[config.mk]
export PLATFORM = sky130hd
export DESIGN_NAME = unsigned_radix_to_ascii_precision_core
export DESIGN_NICKNAME = d
export VERILOG_FILES = /design/src/sv/urta_pkg.sv /design/src/sv/urta_div.sv /design/src/sv/unsigned_radix_to_ascii_precision_core.sv
export SDC_FILE = /design/constraint.sdc
export NUM_CORES = 1
export LEC_CHECK = 0
export ABC_CLOCK_PERIOD_IN_PS = 26400
export CORE_MARGIN = 2
export CORE_UTILIZATION = 69
export CTS_CLUSTER_SIZE = 25
export DETAILED_ROUTE_END_ITERATION = 10
export DONT_BUFFER_PORTS = 1
export GPL_TIMING_DRIVEN = 0
export HOLD_SLACK_MARGIN = 0.02
export PLACE_DENSITY = 0.85
export SLEW_MARGIN = 10
export SYNTH_ARGS = -nofsm -noshare
export SYNTH_HDL_FRONTEND = slang
export SYNTH_HIERARCHICAL = 1
export SYNTH_SLANG_ARGS = --single-unit
[constraint.sdc]
create_clock -name clk -period 26.4 [get_ports clk]
set_input_delay 5.28 -clock clk [delete_from_list [all_inputs] [get_ports clk]]
set_output_delay 5.28 -clock clk [all_outputs]
set_load 0.02 [all_outputs]
[src/sv/urta_pkg.sv]
`timescale 1ns / 1ps
// ----------------------------------------------------------------------------
// urta_pkg: shared types and constants for the radix-to-ASCII converter
// Field widths, register indexes, divider handshake structs and the digit
// alphabet lookup.
// ----------------------------------------------------------------------------
package urta_pkg;

	// field and datapath widths
	localparam int VALUE_W     = 64;
	localparam int PREC_W      = 8;
	localparam int CHAR_W      = 8;
	localparam int RADIX_W     = 5;
	localparam int DIGIT_W     = 4;
	localparam int ALPHA_SIZE  = 16;
	localparam int CFG_IDX_W   = 2;
	localparam int CFG_DATA_W  = 64;

	// divider retires this many quotient bits per cycle
	localparam int DIV_BITS    = 8;
	localparam int DIV_STEPS   = VALUE_W / DIV_BITS;
	localparam int DIV_CNT_W   = $clog2(DIV_STEPS);

	// digit store: at most one digit per value bit (radix two)
	localparam int DIG_DEPTH   = VALUE_W;
	localparam int DIG_ADDR_W  = $clog2(DIG_DEPTH);
	localparam int DIG_CNT_W   = DIG_ADDR_W + 1;

	// register reset values
	localparam logic [RADIX_W-1:0]    BASE_LENGTH_RST = 5'd10;
	localparam logic [CFG_DATA_W-1:0] CHARS_LOW_RST   = 64'h3736_3534_3332_3130;
	localparam logic [CFG_DATA_W-1:0] CHARS_HIGH_RST  = 64'h6665_6463_6261_3938;

	// configuration register indexes
	typedef enum logic [CFG_IDX_W-1:0] {
		REG_BASE_LENGTH = 2'd0,
		REG_CHARS_LOW   = 2'd1,
		REG_CHARS_HIGH  = 2'd2
	} reg_index_t;

	// request into the shared divider
	typedef struct packed {
		logic                    start;
		logic [RADIX_W-1:0]      radix;
	} div_ctl_t;

	// status back from the shared divider
	typedef struct packed {
		logic                    done;
		logic [DIGIT_W-1:0]      rem;
	} div_sts_t;

	// ASCII code of one digit from the two alphabet words
	function automatic logic [CHAR_W-1:0] digit_code(
		input logic [DIGIT_W-1:0]    d,
		input logic [CFG_DATA_W-1:0] lo,
		input logic [CFG_DATA_W-1:0] hi
	);
		logic [CFG_DATA_W-1:0] word;
		word = d[DIGIT_W-1] ? hi : lo;
		return word[{d[DIGIT_W-2:0], 3'b000} +: CHAR_W];
	endfunction

endpackage

[src/sv/urta_div.sv]
`timescale 1ns / 1ps
// ----------------------------------------------------------------------------
// urta_div: iterative divide of a 64-bit value by a small radix
// Restoring long division, DIV_BITS quotient bits per cycle; quotient and
// remainder are valid with the done pulse.
// ----------------------------------------------------------------------------
module urta_div
	import urta_pkg::*;
(
	input  logic                clk,
	input  logic                arst_n,
	input  div_ctl_t            ctl,
	input  logic [VALUE_W-1:0]  dividend,
	output div_sts_t            sts,
	output logic [VALUE_W-1:0]  quotient
);

	logic [VALUE_W-1:0]   acc_q;
	logic [DIGIT_W-1:0]   rem_q;
	logic [RADIX_W-1:0]   radix_q;
	logic [DIV_CNT_W-1:0] cnt_q;
	logic                 busy_q;
	logic                 done_q;

	logic [DIV_BITS-1:0]  qbits;
	logic [DIGIT_W-1:0]   rem_nxt;

	// one cycle of the division: DIV_BITS shift/compare/subtract steps
	always_comb begin
		logic [RADIX_W-1:0] t;
		rem_nxt = rem_q;
		qbits   = '0;
		for (int i = 0; i < DIV_BITS; i++) begin
			t = {rem_nxt, acc_q[VALUE_W-1-i]};
			if (t >= radix_q) begin
				t = t - radix_q;
				qbits[DIV_BITS-1-i] = 1'b1;
			end
			rem_nxt = t[DIGIT_W-1:0];
		end
	end

	// sequencing: quotient bits shift in where dividend bits leave
	always_ff @(posedge clk or negedge arst_n) begin
		if (!arst_n) begin
			busy_q <= 1'b0;
			done_q <= 1'b0;
			cnt_q  <= '0;
		end else begin
			done_q <= 1'b0;
			if (ctl.start) begin
				acc_q   <= dividend;
				rem_q   <= '0;
				radix_q <= ctl.radix;
				cnt_q   <= '0;
				busy_q  <= 1'b1;
			end else if (busy_q) begin
				acc_q <= {acc_q[VALUE_W-DIV_BITS-1:0], qbits};
				rem_q <= rem_nxt;
				cnt_q <= cnt_q + 1'b1;
				if (cnt_q == DIV_CNT_W'(DIV_STEPS - 1)) begin
					busy_q <= 1'b0;
					done_q <= 1'b1;
				end
			end
		end
	end

	assign sts.done = done_q;
	assign sts.rem  = rem_q;
	assign quotient = acc_q;

endmodule

[src/sv/unsigned_radix_to_ascii_precision_core.sv]
`timescale 1ns / 1ps
// ----------------------------------------------------------------------------
// unsigned_radix_to_ascii_precision_core: unsigned integer to ASCII digits
// Converts a 64-bit value to characters in a configurable radix and
// alphabet, most significant first, zero-padded to a printf precision.
// ----------------------------------------------------------------------------
// One request carries a 64-bit value and a signed precision (negative means
// one, capped at MAX_DIGITS). The value is split into digits by repeated
// division in a single shared divider, one division at a time; digits
// land in a 64-entry store and are then sent most significant first, one
// character per cycle while the receiver is ready, zero-padded to the
// precision, tlast on the final one. The slave side is not ready until the
// last character is in the output register. Zero with precision zero sends
// nothing. The radix is base_length clamped to 2..min(16, MAX_RADIX);
// config writes belong between requests.
// ----------------------------------------------------------------------------
module unsigned_radix_to_ascii_precision_core
	import urta_pkg::*;
#(
	parameter int MAX_RADIX  = 16,
	parameter int MAX_DIGITS = 64
) (
	input  logic                  clk,
	input  logic                  arst_n,
	// configuration write port
	input  logic                  cfg_we,
	input  logic [CFG_IDX_W-1:0]  cfg_index,
	input  logic [CFG_DATA_W-1:0] cfg_data,
	// request stream
	input  logic                  s_tvalid,
	output logic                  s_tready,
	input  logic [71:0]           s_tdata,   // value [63:0], min_digits [71:64]
	// character stream
	output logic                  m_tvalid,
	input  logic                  m_tready,
	output logic [CHAR_W-1:0]     m_tdata,   // digit_char [7:0]
	output logic                  m_tlast
);

	localparam int RADIX_TOP = (MAX_RADIX < ALPHA_SIZE) ? MAX_RADIX : ALPHA_SIZE;

	typedef enum logic [2:0] {
		S_IDLE,
		S_DIV,
		S_SETUP,
		S_RD,
		S_LOAD
	} state_t;

	state_t                 state_q;
	logic [RADIX_W-1:0]     base_length_q;
	logic [CFG_DATA_W-1:0]  chars_low_q;
	logic [CFG_DATA_W-1:0]  chars_high_q;
	logic [DIG_CNT_W-1:0]   ndig_q;
	logic [DIG_CNT_W-1:0]   prec_q;
	logic [DIG_ADDR_W-1:0]  pos_q;
	logic [DIGIT_W-1:0]     rd_q;
	logic [DIGIT_W-1:0]     dig_mem [DIG_DEPTH];
	logic                   m_tvalid_q;
	logic [CHAR_W-1:0]      out_char_q;
	logic                   out_last_q;

	logic [VALUE_W-1:0]     in_value;
	logic [PREC_W-1:0]      in_prec;
	logic                   accept;
	logic [RADIX_W-1:0]     eff_radix;
	logic [DIG_CNT_W-1:0]   prec_in;
	logic [DIG_CNT_W-1:0]   total;
	div_ctl_t               div_ctl;
	div_sts_t               div_sts;
	logic [VALUE_W-1:0]     div_quot;
	logic [VALUE_W-1:0]     div_dividend;
	logic                   quot_zero;
	logic                   out_free;
	logic                   rd_en;
	logic [DIG_ADDR_W-1:0]  rd_addr;
	logic                   pad;

	assign in_value = s_tdata[VALUE_W-1:0];
	assign in_prec  = s_tdata[VALUE_W+PREC_W-1:VALUE_W];
	assign s_tready = (state_q == S_IDLE);
	assign accept   = s_tvalid && s_tready;

	// radix clamp
	always_comb begin
		eff_radix = base_length_q;
		if (eff_radix < RADIX_W'(2))
			eff_radix = RADIX_W'(2);
		if (eff_radix > RADIX_W'(RADIX_TOP))
			eff_radix = RADIX_W'(RADIX_TOP);
	end

	// precision: negative means one, capped at MAX_DIGITS
	always_comb begin
		if (in_prec[PREC_W-1])
			prec_in = DIG_CNT_W'(1);
		else if (in_prec > PREC_W'(MAX_DIGITS))
			prec_in = DIG_CNT_W'(MAX_DIGITS);
		else
			prec_in = in_prec[DIG_CNT_W-1:0];
	end

	assign total = (ndig_q > prec_q) ? ndig_q : prec_q;

	// shared divider
	assign quot_zero     = (div_quot == '0);
	assign div_dividend  = (state_q == S_IDLE) ? in_value : div_quot;
	assign div_ctl.radix = eff_radix;
	assign div_ctl.start = (accept && (in_value != '0)) ||
	                       ((state_q == S_DIV) && div_sts.done && !quot_zero);

	urta_div u_div (
		.clk      (clk),
		.arst_n   (arst_n),
		.ctl      (div_ctl),
		.dividend (div_dividend),
		.sts      (div_sts),
		.quotient (div_quot)
	);

	// configuration registers
	always_ff @(posedge clk or negedge arst_n) begin
		if (!arst_n) begin
			base_length_q <= BASE_LENGTH_RST;
			chars_low_q   <= CHARS_LOW_RST;
			chars_high_q  <= CHARS_HIGH_RST;
		end else if (cfg_we) begin
			case (reg_index_t'(cfg_index))
				REG_BASE_LENGTH: base_length_q <= cfg_data[RADIX_W-1:0];
				REG_CHARS_LOW:   chars_low_q   <= cfg_data;
				REG_CHARS_HIGH:  chars_high_q  <= cfg_data;
				default: ;
			endcase
		end
	end

	// digit store read side
	assign out_free = !m_tvalid_q || m_tready;
	assign rd_en    = (state_q == S_RD) ||
	                  ((state_q == S_LOAD) && out_free && (pos_q != '0));
	assign rd_addr  = (state_q == S_RD) ? pos_q : pos_q - 1'b1;
	assign pad      = ({1'b0, pos_q} >= ndig_q);

	// digit store: written by the divider, read for emission
	always_ff @(posedge clk) begin
		if ((state_q == S_DIV) && div_sts.done)
			dig_mem[ndig_q[DIG_ADDR_W-1:0]] <= div_sts.rem;
		if (rd_en)
			rd_q <= dig_mem[rd_addr];
	end

	// sequencer and output register
	always_ff @(posedge clk or negedge arst_n) begin
		if (!arst_n) begin
			state_q    <= S_IDLE;
			m_tvalid_q <= 1'b0;
			ndig_q     <= '0;
			prec_q     <= '0;
			pos_q      <= '0;
		end else begin
			if (m_tvalid_q && m_tready)
				m_tvalid_q <= 1'b0;
			case (state_q)
				S_IDLE: begin
					if (s_tvalid) begin
						prec_q  <= prec_in;
						ndig_q  <= '0;
						state_q <= (in_value == '0) ? S_SETUP : S_DIV;
					end
				end
				S_DIV: begin
					if (div_sts.done) begin
						ndig_q <= ndig_q + 1'b1;
						if (quot_zero)
							state_q <= S_SETUP;
					end
				end
				S_SETUP: begin
					if (total == '0) begin
						state_q <= S_IDLE;
					end else begin
						pos_q   <= DIG_ADDR_W'(total - 1'b1);
						state_q <= S_RD;
					end
				end
				S_RD: begin
					state_q <= S_LOAD;
				end
				S_LOAD: begin
					if (out_free) begin
						m_tvalid_q <= 1'b1;
						out_char_q <= digit_code(pad ? DIGIT_W'(0) : rd_q,
						                         chars_low_q, chars_high_q);
						out_last_q <= (pos_q == '0);
						if (pos_q == '0)
							state_q <= S_IDLE;
						else
							pos_q <= pos_q - 1'b1;
					end
				end
				default: state_q <= S_IDLE;
			endcase
		end
	end

	assign m_tvalid = m_tvalid_q;
	assign m_tdata  = out_char_q;
	assign m_tlast  = out_last_q;

endmodule

# Word level (Yosys, flattened, before mapping)
# Memories as Yosys holds them, arrays and structs flattened. A register that Yosys moved wholly into a read port is not among the register bits.
# Cells that the tools add are included.
[word_totals]
mem_bits_rw = 256
regBits = 244
out_inout_bits = 11
memories = 1
[mem_list]
columns = ["name", "depth", "width", "read_ports", "rd_ports_with_merged_regs", "write_ports", "line_no", "source"]
rows = [
  ["dig_mem", 64, 4, 1, 1, 1, "unsigned_radix_to_ascii_precision_core.sv:58", "logic [DIGIT_W-1:0] dig_mem [DIG_DEPTH];"],
]
[op_classes]
n_eq_ne = 15
shift = 1
order_cmp = 13
muxes = 55
addsub = 12
n_reduce_logical = 33
[op_table]
columns = ["operator", "n"]
rows = [
  ["64-bit 2-to-1 mux", 4],
  ["64-bit logical NOT", 2],
  ["64-bit nonzero test", 1],
  ["64-bit by 7-bit variable part select with 8-bit output", 1],
  ["5-bit >= comparator", 8],
  ["4-bit 2-to-1 mux", 10],
  ["7-bit 2-to-1 mux", 5],
  ["4-bit subtractor", 8],
  ["6-bit 2-to-1 mux", 4],
  ["3-bit 2-to-1 mux", 7],
  ["1-bit 2-to-1 mux", 19],
  ["3-bit one-hot mux with 5 select lines", 1],
  ["7-bit one-hot mux with 2 select lines", 1],
  ["2-bit inequality test (second input constant)", 6],
  ["6-bit one-hot mux with 2 select lines", 1],
  ["6-bit by 1-bit subtractor with 6-bit output (second input constant)", 2],
  ["2-bit AND reduction", 5],
  ["3-bit AND reduction", 3],
  ["8-bit by 7-bit greater-than comparator with 1-bit output (second input constant)", 1],
  ["7-bit by 1-bit adder with 7-bit output (second input constant)", 1],
  ["6-bit by 7-bit >= comparator with 1-bit output", 1],
  ["7-bit greater-than comparator", 1],
  ["1-bit logical AND", 7],
  ["7-bit logical NOT", 1],
  ["other kinds (20)", 29],
]

# Logic depth before layout (Yosys ltp)
[logic_depth]
word_depth = 18
depth_mapped = 51
ltp_nobuf = 50

# Hierarchy
# The synthesis kept the hierarchy.
[modules_own_cells]
columns = ["module", "area_each_um2", "cells_each", "instances"]
rows = [
  ["unsigned_radix_to_ascii_precision_core", 19881.6, 1734, 1],
  ["urta_div", 5018.6, 397, 1],
]

# Worst setup path before layout
# Ideal clock, no wire load.
[synth_path]
path_kind = "register -> register"
from = "register u_div.rem_q[0]"
to = "register u_div.rem_q[2] (data pin)"
path_slack_ns = 15.483
arrival_time_ns = 10.743
stages_incl_launch_ff = 46
setup_ns = 0.175
t_required_ns = 26.225
cell_sequence = "edfxtp_1 ha_1 nor2b_1 o31ai_2 nand3b_1 a21oi_1 mux2_2 ha_1 a31o_2 clkbuf_1 mux2_2 ha_1 o21ai_1 a21oi_2 o22ai_1 mux2_2 inv_1 ha_1 [... 10 more ...] ha_1 nor2b_1 o31ai_1 a21oi_2 mux2i_1 ha_1 nor2b_1 o31a_1 o22ai_2 nand2_1 o21ai_0 ha_1 a21o_1 a31oi_1 o21ai_1 nand3_1 o21ai_0 a311oi_1"
[synth_via]
elab_chain_cells = 17
[synth_lines]
columns = ["element", "line_no", "source"]
rows = [
  ["start: declaration", "urta_div.sv:19", "logic [DIGIT_W-1:0] rem_q;"],
  ["start signal: assignment", "urta_div.sv:59", "rem_q <= rem_nxt;"],
  ["4-bit subtractor / 5-bit >= comparator (equally long branches)", "urta_div.sv:36, urta_div.sv:35", ""],
  ["4-bit 2-to-1 mux *", "urta_div.sv:35", "if (t >= radix_q) begin"],
  ["4-bit subtractor / 5-bit >= comparator (equally long branches)", "urta_div.sv:36, urta_div.sv:35", ""],
  ["4-bit 2-to-1 mux *", "urta_div.sv:35", ""],
  ["4-bit subtractor / 5-bit >= comparator (equally long branches)", "urta_div.sv:36, urta_div.sv:35", ""],
  ["4-bit 2-to-1 mux *", "urta_div.sv:35", ""],
  ["5-bit >= comparator / 4-bit subtractor (equally long branches)", "urta_div.sv:35, urta_div.sv:36", ""],
  ["4-bit 2-to-1 mux *", "urta_div.sv:35", ""],
  ["4-bit subtractor / 5-bit >= comparator (equally long branches)", "urta_div.sv:36, urta_div.sv:35", ""],
  ["4-bit 2-to-1 mux *", "urta_div.sv:35", ""],
  ["4-bit subtractor / 5-bit >= comparator (equally long branches)", "urta_div.sv:36, urta_div.sv:35", ""],
  ["4-bit 2-to-1 mux *", "urta_div.sv:35", ""],
  ["5-bit >= comparator / 4-bit subtractor (equally long branches)", "urta_div.sv:35, urta_div.sv:36", ""],
  ["4-bit 2-to-1 mux *", "urta_div.sv:35", ""],
  ["4-bit subtractor / 5-bit >= comparator (equally long branches)", "urta_div.sv:36, urta_div.sv:35", ""],
  ["4-bit 2-to-1 mux *", "urta_div.sv:35", ""],
  ["4-bit 2-to-1 mux *", "urta_div.sv:57", "end else if (busy_q) begin"],
]
# Mark *: on every way between the ends. The rest lies on a longest branch, timed or not.
# A chain may end at the register's enable or synchronous reset.

# Final worst setup path
[layout_path]
from = "register u_div.radix_q[1]"
to = "register u_div.rem_q[0] (data pin)"
[layout_via]
elab_chain_cells = 17
[layout_lines]
columns = ["element", "line_no", "source"]
rows = [
  ["start: declaration", "urta_div.sv:20", "logic [RADIX_W-1:0] radix_q;"],
  ["start signal: assignment", "urta_div.sv:54", "radix_q <= ctl.radix;"],
  ["4-bit subtractor / 5-bit >= comparator (equally long branches)", "urta_div.sv:36, urta_div.sv:35", ""],
  ["4-bit 2-to-1 mux", "urta_div.sv:35", ""],
  ["4-bit subtractor / 5-bit >= comparator (equally long branches)", "urta_div.sv:36, urta_div.sv:35", ""],
  ["4-bit 2-to-1 mux", "urta_div.sv:35", ""],
  ["4-bit subtractor / 5-bit >= comparator (equally long branches)", "urta_div.sv:36, urta_div.sv:35", ""],
  ["4-bit 2-to-1 mux", "urta_div.sv:35", ""],
  ["5-bit >= comparator / 4-bit subtractor (equally long branches)", "urta_div.sv:35, urta_div.sv:36", ""],
  ["4-bit 2-to-1 mux", "urta_div.sv:35", ""],
  ["4-bit subtractor / 5-bit >= comparator (equally long branches)", "urta_div.sv:36, urta_div.sv:35", ""],
  ["4-bit 2-to-1 mux", "urta_div.sv:35", ""],
  ["4-bit subtractor / 5-bit >= comparator (equally long branches)", "urta_div.sv:36, urta_div.sv:35", ""],
  ["4-bit 2-to-1 mux", "urta_div.sv:35", ""],
  ["4-bit subtractor / 5-bit >= comparator (equally long branches)", "urta_div.sv:36, urta_div.sv:35", ""],
  ["4-bit 2-to-1 mux", "urta_div.sv:35", ""],
  ["5-bit >= comparator *", "urta_div.sv:35", ""],
  ["4-bit 2-to-1 mux *", "urta_div.sv:35", ""],
  ["4-bit 2-to-1 mux *", "urta_div.sv:57", ""],
]
# Marked as above.

==> impl_metrics.ini <==
[cells_and_area]
area_growth_pct = 10.2
layout_common_cells = 500 x nand2_1, 342 x edfxtp_1, 217 x mux2_2, 118 x nor2_1, 104 x dfrtp_1
seq_area_um2 = 14400
drive_above_1_share_pct = 19.9
fin_nets = 2408
layout_commonest_cell = nand2_1
multiInputGateArea_um2 = 9810
fillers = 2135

[routing]
firstDrtPassIters = 6
initialDrtViolationCount = 2203
drcViolationCount = 0
vias = 18236
wl_per_cell_um = 24.8
wl_um = 67000
ant_nets = 0
vias_per_cell = 6.75

[global_routing]
grt_max_degree = 170
grt_usage_pct = 35.7
antenna_found_initial = 2
grt_pass1_vias = 18560
grt-ovfl-total = 0
grt_pass1_wl_um = 104000

[floorplanning]
dieArea_um2 = 37600
start_util_pct = 70.0
design.core.area_um2 = 35600
fp.dieW_um = 194
io_pins = 154
die_y_um = 194
rows = 69

[synthesis]
avgSynthCellArea_um2 = 11.7
async_reset_ff_share_pct = 32.1
ys_seq_area_share_pct = 57.8
yosysUniqueCellTypes = 82
synth_fp_nets = 2342
synth_edf_count = 342
synth_area_um2 = 24900
ys.flop_type = edfxtp_1
yosysWarnings = 6
synth_seq_cells = 504
synth_cells = 2131

[clock_network]
ctsHoldBuffers = 0
ctsResizeCount = 0
clock-sinks = 504
cts.htree.levels = 2
cts_tree = built
post_cts_buffers = 0
clkTransAtPathRegs_ns = 0.07
cts-root-buf = clkbuf_16
cts_inserted_buffers = 51
clock_latency_ns = 0.61
clock_tree.buffer_depth = 3

[critical_path]
r2r_slack_ns = 13.61
slowest_delay_ns = 0.65
startpoint_type = flip-flop
cp-end-kind = flip-flop
r2r_cells = 47
critical_path_class = reg -> reg
cp_num_buf_inv = 4
slowest_stage = edfxtp_1
worst-path-stages = 47
arrival_ns = 13.11
crit_family = compound AO/OA/AOI/OAI gates
crit_top_cell = ha_1
crit_required_ns = 26.72
path_max_fanout = 10

[hold_path]
min_path_cells = 1
min_path_type = reg -> reg

[sta]
timing.slew.headroom_pct = 26.3
fin_crit_sh_pct = 48.5
drv_slew = 0
hold_violations = 0
clock.fmax_mhz = 78.2
fin_skew_ns = 0.0231
worst_pin_slew_ns = 1.08
setup_viol_count_final = 0
hold_ws_ns = 0.504
setup_tns_ns = 0
setup_slack_ns = 13.61
rsz0062_at_grt = false
final.min_clock_period_ns = 12.79

[placement]
pre_cts_slack_ns = 13.87
routabilityCongestion = 0.903
hpwlAfterDp_um = 45500
portBuffers = 0

[run_status]
outcome = completed

[run]
max-cap-violations = 0
## layer usage
metal	vias to the layer above	global-route usage (%)	wire length [um]
li1	7889	-	-
met4	2	16.3	3390
met2	1240	58.3	32100
met3	285	9.11	7510
met5	-	0	11
met1	8820	45.1	24000
## through the flow
step / utilization [%] / instances / instance area (um^2)
final: 77.2 / 2701 / 27400
after global placement: 71.6 / 2592 / 25500
after CTS: 77.2 / 2700 / 27400
after global routing: 77.2 / 2701 / 27400
after floorplan: - / 2131 / 24900
after detailed placement: 72.5 / 2605 / 25800
## cell families (layout without fill, tap and decap cells)
kind of cell	Yosys count	in the layout	share of synthesized area, %
compound gates	248	248	7.09
flops	504	504	57.8
simple gates	851	851	14.8
mux	268	268	12.8
fa+ha+maj	68	68	3.66
other cells	0	1	0
buf+inv	165	273	2.83
xor+xnor	27	27	0.980
## cells in the mapped netlist (all sizes together) (32+ instances only)
cell type / count / share of area [%]
a21oi: 44 / 0.93
a31oi: 49 / 1.2
buf: 44 / 1.0
clkbuf: 66 / 1.0
dfrtp: 104 / 10
dfstp: 58 / 6.1
edfxtp: 342 / 41
ha: 60 / 3.0
inv: 54 / 0.81
mux2: 219 / 9.9
mux2i: 32 / 1.3
nand2: 500 / 7.5
nand3: 93 / 1.9
nor2: 118 / 1.8
nor4: 36 / 0.90
o21ai: 40 / 0.86
## cell type report
type,count,area share [%]
Multi-Input combinational cell,1462,35.7
Buffer,110,1.81
Sequential cell,504,52.5
Clock inverter,33,1.13
Clock buffer,62,4.96
Tap cell,461,2.10
Antenna cell,1,0.00912
Timing Repair Buffer,13,1.05
Inverter,55,0.752
## flip-flops by register name, indices dropped and copies added (netlist names), 6 cells and up
name and flops:
chars_high_q 64, chars_low_q 64, dig_mem 256, m_tdata 8
ndig_q 7, pos_q 6, prec_q 7, u_div/quotient 64
## final timing paths
kind,to,from
min,chars_high_q[27]$_DFFE_PN0P_,chars_high_q[27]$_DFFE_PN0P_
min reg2reg,chars_high_q[27]$_DFFE_PN0P_,chars_high_q[27]$_DFFE_PN0P_
max reg2reg,u_div/rem_q[0]$_SDFFCE_PP0P_,u_div/radix_q[1]$_DFFE_PP_
max,u_div/rem_q[0]$_SDFFCE_PP0P_,u_div/radix_q[1]$_DFFE_PP_
min in group asynchronous,chars_high_q[43]$_DFFE_PN0P_,arst_n
max in group asynchronous,chars_high_q[48]$_DFFE_PN1P_,arst_n
Power is left out: the tool's default activity adds up to more than one toggle a clock period on the data nets, which glitch-free logic cannot reach.
